## config.mk

```make
export PLATFORM = sky130hd
export DESIGN_NAME = accel_tilt_smoothing_filter_top_flat
export DESIGN_NICKNAME = d
export VERILOG_FILES = /design/src/sv/atsf_pkg.sv /design/src/sv/atsf_in_if.sv /design/src/sv/atsf_out_if.sv /design/src/sv/atsf_ctrl.sv /design/src/sv/atsf_dp.sv /design/src/sv/accel_tilt_smoothing_filter_top.sv /design/src/flat_wrapper.sv
export SDC_FILE = /design/constraint.sdc
export NUM_CORES = 2
export LEC_CHECK = 0
export BUFFER_PORTS_ARGS = -buffer_cell sky130_fd_sc_hd__buf_2
export CAP_MARGIN = 40
export CORE_MARGIN = 4
export CORE_UTILIZATION = 35
export DETAILED_ROUTE_END_ITERATION = 8
export GPL_ROUTABILITY_DRIVEN = 0
export SLEW_MARGIN = 30
export SYNTH_ARGS = -nofsm -noshare
export SYNTH_HDL_FRONTEND = slang
export SYNTH_SLANG_ARGS = --single-unit
```

## constraint.sdc

```tcl
create_clock -name clk_i -period 18.05 [get_ports clk_i]
set_input_delay 0 -clock clk_i [delete_from_list [all_inputs] [get_ports clk_i]]
set_output_delay 0 -clock clk_i [all_outputs]
set_load 0.005 [all_outputs]
```

## src/sv/atsf_pkg.sv

```systemverilog
// shared types, constants and the arctangent table of the tilt smoothing filter
package atsf_pkg;

  // field widths
  localparam int ACCEL_W  = 16;
  localparam int OUT_W    = 16;
  localparam int WEIGHT_W = 16;
  localparam int ANGLE_W  = 32;  // Q3.28 radians
  localparam int PROD_W   = 50;  // 18 x 32 signed product
  localparam int SQ_W     = 32;  // ay^2 + az^2
  localparam int RAD_W    = 48;  // radicand (ay^2 + az^2) << 16
  localparam int MAG_W    = 24;  // square root of the radicand
  localparam int CORDIC_W = 28;  // cordic x and y
  localparam int Z_W      = 34;  // cordic angle accumulator, 2^-30 rad units

  localparam logic [WEIGHT_W-1:0] WEIGHT_RESET = 16'd64225;

  // cordic and square root iteration limits
  localparam int CORDIC_STEPS_DEF = 16;
  localparam int ATAN_LEN         = 24;
  localparam int SQRT_STEPS       = 24;
  localparam int STEP_IW          = 5;

  localparam logic signed [Z_W-1:0] PI_Q30 = 34'sd3373259426;
  localparam logic signed [Z_W-1:0] PI_Q28 = 34'sd843314857;
  localparam int PI_Q13 = 25736;

  // datapath operations issued by the controller
  typedef enum logic [3:0] {
    DP_NOP,
    DP_LOAD,
    DP_MUL_YY,
    DP_MUL_ZZ,
    DP_SQ_SUM,
    DP_SQRT_STEP,
    DP_COR_INIT_P,
    DP_COR_INIT_R,
    DP_COR_STEP,
    DP_FILT_MUL_P,
    DP_FILT_UPD_P,
    DP_FILT_MUL_R,
    DP_FILT_UPD_R,
    DP_OUT_LOAD
  } dp_op_e;

  typedef struct packed {
    dp_op_e             op;
    logic [STEP_IW-1:0] idx;
  } atsf_cmd_t;

  // arctangent of 2^-i in 2^-30 rad units, truncated
  function automatic logic [29:0] atan_lut(input logic [STEP_IW-1:0] i);
    logic [29:0] v;
    unique case (i)
      5'd0:    v = 30'h3243F6A8;
      5'd1:    v = 30'h1DAC6705;
      5'd2:    v = 30'h0FADBAFC;
      5'd3:    v = 30'h07F56EA6;
      5'd4:    v = 30'h03FEAB76;
      5'd5:    v = 30'h01FFD55B;
      5'd6:    v = 30'h00FFFAAA;
      5'd7:    v = 30'h007FFF55;
      5'd8:    v = 30'h003FFFEA;
      5'd9:    v = 30'h001FFFFD;
      5'd10:   v = 30'h000FFFFF;
      5'd11:   v = 30'h0007FFFF;
      5'd12:   v = 30'h0003FFFF;
      5'd13:   v = 30'h0001FFFF;
      5'd14:   v = 30'h0000FFFF;
      5'd15:   v = 30'h00007FFF;
      5'd16:   v = 30'h00003FFF;
      5'd17:   v = 30'h00001FFF;
      5'd18:   v = 30'h00000FFF;
      5'd19:   v = 30'h000007FF;
      5'd20:   v = 30'h000003FF;
      5'd21:   v = 30'h000001FF;
      5'd22:   v = 30'h000000FF;
      5'd23:   v = 30'h0000007F;
      default: v = 30'h0;
    endcase
    return v;
  endfunction

endpackage

```

## src/sv/atsf_in_if.sv

```systemverilog
// input channel carrying one accelerometer sample per transfer
interface atsf_in_if import atsf_pkg::*; ();
  logic                      valid;
  logic                      ready;
  logic signed [ACCEL_W-1:0] accel_x;
  logic signed [ACCEL_W-1:0] accel_y;
  logic signed [ACCEL_W-1:0] accel_z;

  modport source (output valid, output accel_x, output accel_y, output accel_z, input ready);
  modport sink   (input valid, input accel_x, input accel_y, input accel_z, output ready);
endinterface

```

## src/sv/atsf_out_if.sv

```systemverilog
// output channel carrying filtered pitch and roll per transfer
interface atsf_out_if import atsf_pkg::*; ();
  logic                    valid;
  logic                    ready;
  logic signed [OUT_W-1:0] pitch_angle;
  logic signed [OUT_W-1:0] roll_angle;

  modport source (output valid, output pitch_angle, output roll_angle, input ready);
  modport sink   (input valid, input pitch_angle, input roll_angle, output ready);
endinterface

```

## src/sv/atsf_ctrl.sv

```systemverilog
// sequencing state machine of the tilt smoothing filter
module atsf_ctrl import atsf_pkg::*; #(
  parameter int CORDIC_STEPS = CORDIC_STEPS_DEF
) (
  input  logic      clk_i,
  input  logic      rst_ni,
  input  logic      in_valid_i,
  output logic      in_ready_o,
  output logic      out_valid_o,
  input  logic      out_ready_i,
  output atsf_cmd_t cmd_o
);

  localparam int NSTEP = (CORDIC_STEPS < ATAN_LEN) ? CORDIC_STEPS : ATAN_LEN;

  typedef enum logic [3:0] {
    S_IDLE, S_SQY, S_SQZ, S_SQSUM, S_SQRT, S_PINIT, S_PSTEP,
    S_RINIT, S_RSTEP, S_FMP, S_FUP, S_FMR, S_FUR, S_OUT
  } state_e;

  state_e             state_q;
  logic [STEP_IW-1:0] cnt_q;
  logic               out_valid_q;
  logic               out_free;

  assign out_free    = !out_valid_q || out_ready_i;
  assign in_ready_o  = (state_q == S_IDLE);
  assign out_valid_o = out_valid_q;

  // command decode
  always_comb begin
    cmd_o.idx = cnt_q;
    unique case (state_q)
      S_IDLE:  cmd_o.op = in_valid_i ? DP_LOAD : DP_NOP;
      S_SQY:   cmd_o.op = DP_MUL_YY;
      S_SQZ:   cmd_o.op = DP_MUL_ZZ;
      S_SQSUM: cmd_o.op = DP_SQ_SUM;
      S_SQRT:  cmd_o.op = DP_SQRT_STEP;
      S_PINIT: cmd_o.op = DP_COR_INIT_P;
      S_PSTEP: cmd_o.op = DP_COR_STEP;
      S_RINIT: cmd_o.op = DP_COR_INIT_R;
      S_RSTEP: cmd_o.op = DP_COR_STEP;
      S_FMP:   cmd_o.op = DP_FILT_MUL_P;
      S_FUP:   cmd_o.op = DP_FILT_UPD_P;
      S_FMR:   cmd_o.op = DP_FILT_MUL_R;
      S_FUR:   cmd_o.op = DP_FILT_UPD_R;
      S_OUT:   cmd_o.op = out_free ? DP_OUT_LOAD : DP_NOP;
      default: cmd_o.op = DP_NOP;
    endcase
  end

  // state, step counter and output valid
  always_ff @(posedge clk_i or negedge rst_ni) begin
    if (!rst_ni) begin
      state_q     <= S_IDLE;
      cnt_q       <= '0;
      out_valid_q <= 1'b0;
    end else begin
      if (state_q == S_OUT && out_free) begin
        out_valid_q <= 1'b1;
      end else if (out_ready_i) begin
        out_valid_q <= 1'b0;
      end
      unique case (state_q)
        S_IDLE: begin
          if (in_valid_i) state_q <= S_SQY;
        end
        S_SQY:   state_q <= S_SQZ;
        S_SQZ:   state_q <= S_SQSUM;
        S_SQSUM: begin
          state_q <= S_SQRT;
          cnt_q   <= '0;
        end
        S_SQRT: begin
          if (cnt_q == STEP_IW'(SQRT_STEPS - 1)) begin
            state_q <= S_PINIT;
            cnt_q   <= '0;
          end else begin
            cnt_q <= cnt_q + 1'b1;
          end
        end
        S_PINIT: state_q <= S_PSTEP;
        S_PSTEP: begin
          if (cnt_q == STEP_IW'(NSTEP - 1)) begin
            state_q <= S_RINIT;
            cnt_q   <= '0;
          end else begin
            cnt_q <= cnt_q + 1'b1;
          end
        end
        S_RINIT: state_q <= S_RSTEP;
        S_RSTEP: begin
          if (cnt_q == STEP_IW'(NSTEP - 1)) begin
            state_q <= S_FMP;
            cnt_q   <= '0;
          end else begin
            cnt_q <= cnt_q + 1'b1;
          end
        end
        S_FMP: state_q <= S_FUP;
        S_FUP: state_q <= S_FMR;
        S_FMR: state_q <= S_FUR;
        S_FUR: state_q <= S_OUT;
        S_OUT: begin
          if (out_free) state_q <= S_IDLE;
        end
        default: state_q <= S_IDLE;
      endcase
    end
  end

endmodule

```

## src/sv/atsf_dp.sv

```systemverilog
// datapath: squares, bit-serial square root, shared cordic, filter and output register
module atsf_dp import atsf_pkg::*; (
  input  logic                       clk_i,
  input  logic                       rst_ni,
  input  atsf_cmd_t                  cmd_i,
  input  logic                       cfg_we_i,
  input  logic [WEIGHT_W-1:0]        cfg_wdata_i,
  input  logic signed [ACCEL_W-1:0]  accel_x_i,
  input  logic signed [ACCEL_W-1:0]  accel_y_i,
  input  logic signed [ACCEL_W-1:0]  accel_z_i,
  output logic signed [OUT_W-1:0]    pitch_angle_o,
  output logic signed [OUT_W-1:0]    roll_angle_o
);

  // sample and intermediate registers
  logic signed [ACCEL_W-1:0]  ax_q, ay_q, az_q;
  logic                       zero_q;
  logic signed [PROD_W-1:0]   prod_q;
  logic [SQ_W-1:0]            sq_q;
  logic [RAD_W-1:0]           v_q, r_q, b_q;
  logic signed [CORDIC_W-1:0] cx_q, cy_q;
  logic signed [Z_W-1:0]      cz_q;
  logic signed [ANGLE_W-1:0]  ap_q, ar_q;
  logic signed [ANGLE_W-1:0]  sp_q, sr_q;
  logic [WEIGHT_W-1:0]        weight_q;
  logic signed [OUT_W-1:0]    pitch_q, roll_q;

  // rounding and clamping of the cordic angle to Q3.28
  function automatic logic signed [ANGLE_W-1:0] z_to_q28(input logic signed [Z_W-1:0] z);
    logic signed [Z_W-1:0] t;
    t = (z + 34'sd2) >>> 2;
    if (t > PI_Q28) t = PI_Q28;
    else if (t < -PI_Q28) t = -PI_Q28;
    return t[ANGLE_W-1:0];
  endfunction

  // rounding and clamping of the filter state to Q2.13
  function automatic logic signed [OUT_W-1:0] to_q13(input logic signed [ANGLE_W-1:0] s);
    logic signed [ANGLE_W:0] t;
    t = ((ANGLE_W+1)'(s) + 33'sd16384) >>> 15;
    if (t > 33'(PI_Q13)) t = 33'(PI_Q13);
    else if (t < -33'(PI_Q13)) t = -33'(PI_Q13);
    return t[OUT_W-1:0];
  endfunction

  // shared multiplier operands
  logic signed [17:0]         ma;
  logic signed [ANGLE_W-1:0]  mb;
  always_comb begin
    unique case (cmd_i.op)
      DP_MUL_YY: begin
        ma = 18'(ay_q);
        mb = 32'(ay_q);
      end
      DP_MUL_ZZ: begin
        ma = 18'(az_q);
        mb = 32'(az_q);
      end
      DP_FILT_MUL_P: begin
        ma = signed'({2'b00, weight_q});
        mb = sp_q - ap_q;
      end
      DP_FILT_MUL_R: begin
        ma = signed'({2'b00, weight_q});
        mb = sr_q - ar_q;
      end
      default: begin
        ma = '0;
        mb = '0;
      end
    endcase
  end

  // square root step
  logic [RAD_W:0] rb;
  logic           sqrt_ge;
  assign rb      = {1'b0, r_q} + {1'b0, b_q};
  assign sqrt_ge = ({1'b0, v_q} >= rb);

  // cordic start vector selection
  logic signed [CORDIC_W-1:0] x_in, y_in;
  always_comb begin
    if (cmd_i.op == DP_COR_INIT_P) begin
      x_in = signed'({{(CORDIC_W-MAG_W){1'b0}}, r_q[MAG_W-1:0]});
      y_in = (-CORDIC_W'(ax_q)) <<< 8;
    end else begin
      x_in = CORDIC_W'(az_q) <<< 8;
      y_in = CORDIC_W'(ay_q) <<< 8;
    end
  end

  // cordic micro-rotation
  logic signed [CORDIC_W-1:0] dx, dy;
  logic signed [Z_W-1:0]      at;
  assign dx = cy_q >>> cmd_i.idx;
  assign dy = cx_q >>> cmd_i.idx;
  assign at = signed'({4'b0000, atan_lut(cmd_i.idx)});

  // filter update sum
  logic signed [PROD_W-1:0] acc_p, acc_r;
  assign acc_p = (PROD_W'(ap_q) <<< 16) + prod_q + 50'sd32768;
  assign acc_r = (PROD_W'(ar_q) <<< 16) + prod_q + 50'sd32768;

  logic signed [ANGLE_W-1:0] z_angle;
  assign z_angle = zero_q ? '0 : z_to_q28(cz_q);

  // weight register and filter state
  always_ff @(posedge clk_i or negedge rst_ni) begin
    if (!rst_ni) begin
      weight_q <= WEIGHT_RESET;
      sp_q     <= '0;
      sr_q     <= '0;
    end else begin
      if (cfg_we_i) weight_q <= cfg_wdata_i;
      if (cmd_i.op == DP_FILT_UPD_P) sp_q <= acc_p[ANGLE_W+15:16];
      if (cmd_i.op == DP_FILT_UPD_R) sr_q <= acc_r[ANGLE_W+15:16];
    end
  end

  // working registers
  always_ff @(posedge clk_i) begin
    prod_q <= ma * mb;
    unique case (cmd_i.op)
      DP_LOAD: begin
        ax_q   <= accel_x_i;
        ay_q   <= accel_y_i;
        az_q   <= accel_z_i;
        zero_q <= (accel_y_i == '0) && (accel_z_i == '0);
      end
      DP_MUL_ZZ: sq_q <= prod_q[SQ_W-1:0];
      DP_SQ_SUM: begin
        v_q <= {SQ_W'(sq_q + prod_q[SQ_W-1:0]), 16'h0000};
        r_q <= '0;
        b_q <= RAD_W'(1) << 46;
      end
      DP_SQRT_STEP: begin
        if (sqrt_ge) begin
          v_q <= v_q - rb[RAD_W-1:0];
          r_q <= (r_q >> 1) + b_q;
        end else begin
          r_q <= r_q >> 1;
        end
        b_q <= b_q >> 2;
      end
      DP_COR_INIT_P, DP_COR_INIT_R: begin
        if (cmd_i.op == DP_COR_INIT_R) ap_q <= z_angle;
        if (x_in < 0) begin
          cx_q <= -x_in;
          cy_q <= -y_in;
          cz_q <= (y_in >= 0) ? PI_Q30 : -PI_Q30;
        end else begin
          cx_q <= x_in;
          cy_q <= y_in;
          cz_q <= '0;
        end
      end
      DP_COR_STEP: begin
        if (cy_q >= 0) begin
          cx_q <= cx_q + dx;
          cy_q <= cy_q - dy;
          cz_q <= cz_q + at;
        end else begin
          cx_q <= cx_q - dx;
          cy_q <= cy_q + dy;
          cz_q <= cz_q - at;
        end
      end
      DP_FILT_MUL_P: ar_q <= z_angle;
      DP_OUT_LOAD: begin
        pitch_q <= to_q13(sp_q);
        roll_q  <= to_q13(sr_q);
      end
      default: ;
    endcase
  end

  assign pitch_angle_o = pitch_q;
  assign roll_angle_o  = roll_q;

endmodule

```

## src/sv/accel_tilt_smoothing_filter_top.sv

```systemverilog
// samples are taken one at a time: the next is taken only once the last has reached the output
// register; the pace is set by the 24-step square root and the one cordic unit shared by
// pitch and roll
// the output register holds a result while the next sample is taken and worked on
// reset: controller idle, filter states zero, smoothing weight 64225
module accel_tilt_smoothing_filter_top import atsf_pkg::*; #(
  parameter int CORDIC_STEPS = CORDIC_STEPS_DEF
) (
  input  logic                clk_i,
  input  logic                rst_ni,
  input  logic                cfg_we_i,
  input  logic [WEIGHT_W-1:0] cfg_wdata_i,
  atsf_in_if.sink             in_i,
  atsf_out_if.source          out_o
);

  atsf_cmd_t cmd;

  // sequencer
  atsf_ctrl #(
    .CORDIC_STEPS(CORDIC_STEPS)
  ) u_ctrl (
    .clk_i       (clk_i),
    .rst_ni      (rst_ni),
    .in_valid_i  (in_i.valid),
    .in_ready_o  (in_i.ready),
    .out_valid_o (out_o.valid),
    .out_ready_i (out_o.ready),
    .cmd_o       (cmd)
  );

  // arithmetic
  atsf_dp u_dp (
    .clk_i         (clk_i),
    .rst_ni        (rst_ni),
    .cmd_i         (cmd),
    .cfg_we_i      (cfg_we_i),
    .cfg_wdata_i   (cfg_wdata_i),
    .accel_x_i     (in_i.accel_x),
    .accel_y_i     (in_i.accel_y),
    .accel_z_i     (in_i.accel_z),
    .pitch_angle_o (out_o.pitch_angle),
    .roll_angle_o  (out_o.roll_angle)
  );

endmodule

```

## src/flat_wrapper.sv

```systemverilog
// flat-port wrapper written by rule: the top's interface ports become plain ports
module accel_tilt_smoothing_filter_top_flat import atsf_pkg::*;
#(
  parameter int CORDIC_STEPS = CORDIC_STEPS_DEF
)
  (clk_i, rst_ni, cfg_we_i, cfg_wdata_i, in_i_valid, in_i_accel_x, in_i_accel_y, in_i_accel_z, in_i_ready, out_o_valid, out_o_pitch_angle, out_o_roll_angle, out_o_ready);
  atsf_in_if in_i_i ();
  atsf_out_if out_o_i ();
  input  logic clk_i;
  input  logic rst_ni;
  input  logic cfg_we_i;
  input  logic [WEIGHT_W-1:0] cfg_wdata_i;
  input wire logic [$bits(in_i_i.valid)-1:0] in_i_valid;
  input wire logic [$bits(in_i_i.accel_x)-1:0] in_i_accel_x;
  input wire logic [$bits(in_i_i.accel_y)-1:0] in_i_accel_y;
  input wire logic [$bits(in_i_i.accel_z)-1:0] in_i_accel_z;
  output wire logic [$bits(in_i_i.ready)-1:0] in_i_ready;
  output wire logic [$bits(out_o_i.valid)-1:0] out_o_valid;
  output wire logic [$bits(out_o_i.pitch_angle)-1:0] out_o_pitch_angle;
  output wire logic [$bits(out_o_i.roll_angle)-1:0] out_o_roll_angle;
  input wire logic [$bits(out_o_i.ready)-1:0] out_o_ready;
  assign in_i_i.valid = in_i_valid;
  assign in_i_i.accel_x = in_i_accel_x;
  assign in_i_i.accel_y = in_i_accel_y;
  assign in_i_i.accel_z = in_i_accel_z;
  assign in_i_ready = in_i_i.ready;
  assign out_o_valid = out_o_i.valid;
  assign out_o_pitch_angle = out_o_i.pitch_angle;
  assign out_o_roll_angle = out_o_i.roll_angle;
  assign out_o_i.ready = out_o_ready;
  accel_tilt_smoothing_filter_top #(.CORDIC_STEPS(CORDIC_STEPS)) u_core (.clk_i(clk_i), .rst_ni(rst_ni), .cfg_we_i(cfg_we_i), .cfg_wdata_i(cfg_wdata_i), .in_i(in_i_i), .out_o(out_o_i));
endmodule
```

==> reports/qor.csv <==
stage;metric;value;unit
status;status;complete, no violations;
min_path;Worst Hold Class;in -> reg;
sta;Final Cycle Share;56.8;%
synth;Synth cell types;97;
drt;first-pass iteration count of the detailed router;6;
layout;most frequent cells in the layout;inv_1 (859), nand2_1 (802), nor2_1 (620);
drt;vias post-DR;55400;
synth;post-synthesis cell area;64600;um2
critical_path;critical path startpoint category;register;
floorplan;die area;192000;um2
layout;Syn-to-layout area delta;10.3;%
synth;combinational family with the most area after synthesis;adder cells;
sta;max-slew violation count;0;
sta;RSZ-0062 raised after global routing;false;
floorplan;floorplan row count;157;
drt;Detailed Route Iter0 Violations;5292;
clock_tree;Clock transition at path regs;0.06;ns
clock_tree;Worst-Skew Late Latency;0.67;ns
floorplan;die width;438;um
drt;post-DR vias/cell;5.55;
floorplan;Die Y;438;um
drt;WL final;205000;um
synth;fraction of the mapped netlist area in adder cells;26.3;%
clock_tree;H-tree depth;3;
floorplan;# IOs;103;
synth;most common flop cell mapped by yosys;edfxtp_1;
clock_tree;Setup Buffers After CTS;0;
synth;asr flop ratio synth;17.1;%
synth;Seq/Total Area, Yosys;23.0;%
floorplan;Core Region;183000;um2
drt;antenna-violating nets left;0;
global_routing;largest net degree at the start of global routing;84;
critical_path;CP required;18.59;ns
synth;multiplexer area fraction after synthesis;3.73;%
synth;Post-Synth Simple-Gate Area;15.6;%
critical_path;slowest stage cell on the critical path;o311ai_0;
critical_path;crit path kind;reg -> reg;
critical_path;worst-path fanout max;8;
sta;clk_skew;0.0443;ns
clock_tree;root buffer cell;clkbuf_16;
synth;syn avg cell area;8.75;um2
sta;Final Setup Violations;0;
clock_tree;number of clock sinks;525;
drt;WL/cell;20.5;um
placement;DP HPWL;161000;um
clock_tree;worst-case clock buffer depth;3;
critical_path;Slowest Stage Delay on Critical Path;0.66;ns
clock_tree;TritonCTS clock tree;built;
synth;Mapped Cells;7390;
layout;commonest non-fill, non-tap cell in the layout;inv_1;
critical_path;CP endpoint kind;register;
synth;Compound-Gate Fraction of Synth Area;17.5;%
sta;Worst slew margin;40.0;%
synth;number of synthesized register bits;525;
sta;Final Hold Fails;0;
synth;Synth Area in XOR/XNOR;7.03;%
layout;layout cell share with drive strength beyond 1;7.30;%
sta;Fin Setup TNS;0;ns
global_routing;total track usage;21.0;%
sta;Peak Freq;97.5;MHz
synth;Synth Warn #;0;
flow_run;max cap viols;0;
global_routing;first-pass GRT wire length;317000;um
sta;Tightest Pin Transition;0.900;ns
global_routing;initial antenna violation count;3;
layout;Final nets;8553;
critical_path;WP data arrival;10.80;ns
drt;DRC violations left;0;
synth;Post-synth EDFFs;387;
placement;number of I/O port buffers;102;
clock_tree;Num CTS Buffers;67;
critical_path;r2r setup slk;7.79;ns
sta;minimum clock period;10.26;ns
global_routing;gr ovfl total;0;
global_routing;vias in the first global route;54400;
floorplan;Initial Utilization;35.3;%
[state kept, by name (all words and copies together) (netlist names), 32 cells and up]
| register | count |
|---|---|
| u_core.u_dp.v_q | 48 |
| u_core.u_dp.sq_q | 32 |
| u_core.u_dp.ar_q | 32 |
| u_core.u_dp.cz_q | 34 |
| u_core.u_dp.sr_q | 32 |
| u_core.u_dp.r_q | 48 |
| u_core.u_dp.prod_q | 48 |
| u_core.u_dp.ap_q | 32 |
| u_core.u_dp.sp_q | 32 |
[stage by stage]
stage               worst slack, ns  cell area (um2)  hold slack (ns)  util [%]  cells
floorplan                      9.13            64700           -0.296         -   7403
global placement               7.86            67900          0.00969      37.0   9742
detailed placement             7.98            68100           0.0160      37.1   9758
CTS                            7.99            71300         0.000433      38.9   9971
global route                   7.43            71300           0.0336      38.9   9977
finish                         7.79            71300           0.0499      38.9   9979
[synth_stat cells (19+ instances only)]
master,n,area share (%)
a21o_1,160,1.9
mux2i_1,71,1.1
ha_1,478,9.3
nand2b_1,87,0.84
a22o_1,26,0.35
nand2_1,802,4.7
fa_1,548,17
and2_1,71,0.69
and3_1,37,0.36
inv_1,861,5.0
a21oi_1,453,3.5
or2_2,37,0.36
or3_1,54,0.52
mux4_2,58,2.0
a211oi_1,59,0.69
nand4_1,45,0.44
edfxtp_1,387,18
a211o_1,19,0.26
dfrtp_1,80,3.1
o21ai_0,465,3.6
xor2_1,236,3.2
mux2_2,29,0.51
nor3_1,111,0.86
o31ai_1,74,0.86
a31oi_1,94,0.91
a221oi_1,19,0.26
nor2_1,624,3.6
nor3b_1,20,0.23
nor4_1,42,0.41
o211ai_1,34,0.39
xnor2_1,283,3.8
o21a_1,68,0.79
clkbuf_1,263,1.5
o21bai_1,51,0.59
dfxtp_1,48,1.5
nand3_1,139,1.1
buf_1,33,0.19
a31o_2,23,0.31
nor2b_1,66,0.64
a21boi_0,25,0.29
[worst max-delay path: cells and delay by family, from the launching register on]
kind / cells / cell delay, ns
buf+inv: 6 / 0.34
fa+ha+maj: 8 / 3.63
compound gates: 16 / 4.97
xor+xnor: 2 / 0.30
simple gates: 3 / 0.49
flops: 1 / 0.43
[cell type report]
cell class	count	area [um2]
antenna	4	10.0
clock buffer	80	1850
clock inverter	42	410
fill	18100	112000
inverter	865	3250
multi-input combinational	5698	45500
sequential	525	14900
tap	2464	3080
timing repair buffer	301	2350
[path summary, 6_finish.rpt]
check / start / to / cells past startpoint
setup / recovery: u_core.u_dp.ap_q[1] / u_core.u_dp.prod_q[47] / 35
hold / removal: in_i_accel_x[1] / u_core.u_dp.ax_q[1] / 2
setup reg to reg: u_core.u_dp.ap_q[1] / u_core.u_dp.prod_q[47] / 35
hold reg to reg: u_core.u_dp.prod_q[6] / u_core.u_dp.sq_q[6] / 0
max in group asynchronous: rst_ni / u_core.u_ctrl.cnt_q[0] / 5
min in group asynchronous: rst_ni / u_core.u_dp.weight_q[13] / 3
[timing repair]
action                                 CTS  global route
endpoints found under the hold margin  156             0
hold buffers                            91             0
setup endpoints to repair                0             0
gates resized for setup                  0             0
[logic make-up after synthesis]
| logic type | count (synthesis) |
|---|---|
| xor+xnor | 519 |
| fa+ha+maj | 1028 |
| flops | 525 |
| simple gates | 2203 |
| other cells | 2 |
| compound gates | 1771 |
| mux | 162 |
| buf+inv | 1180 |
[metal layers]
metal  track usage [%]  wire, um  vias to the layer above
met5                 0         0                        -
met4              10.2     11600                        0
met3              4.43     18100                      364
li1                  -         -                    25700
met2              31.6     87100                     2224
met1              28.6     87900                    27100
Power is not shown: default switching activity piles up to over one toggle a cycle in this logic, so the estimate is an artifact.
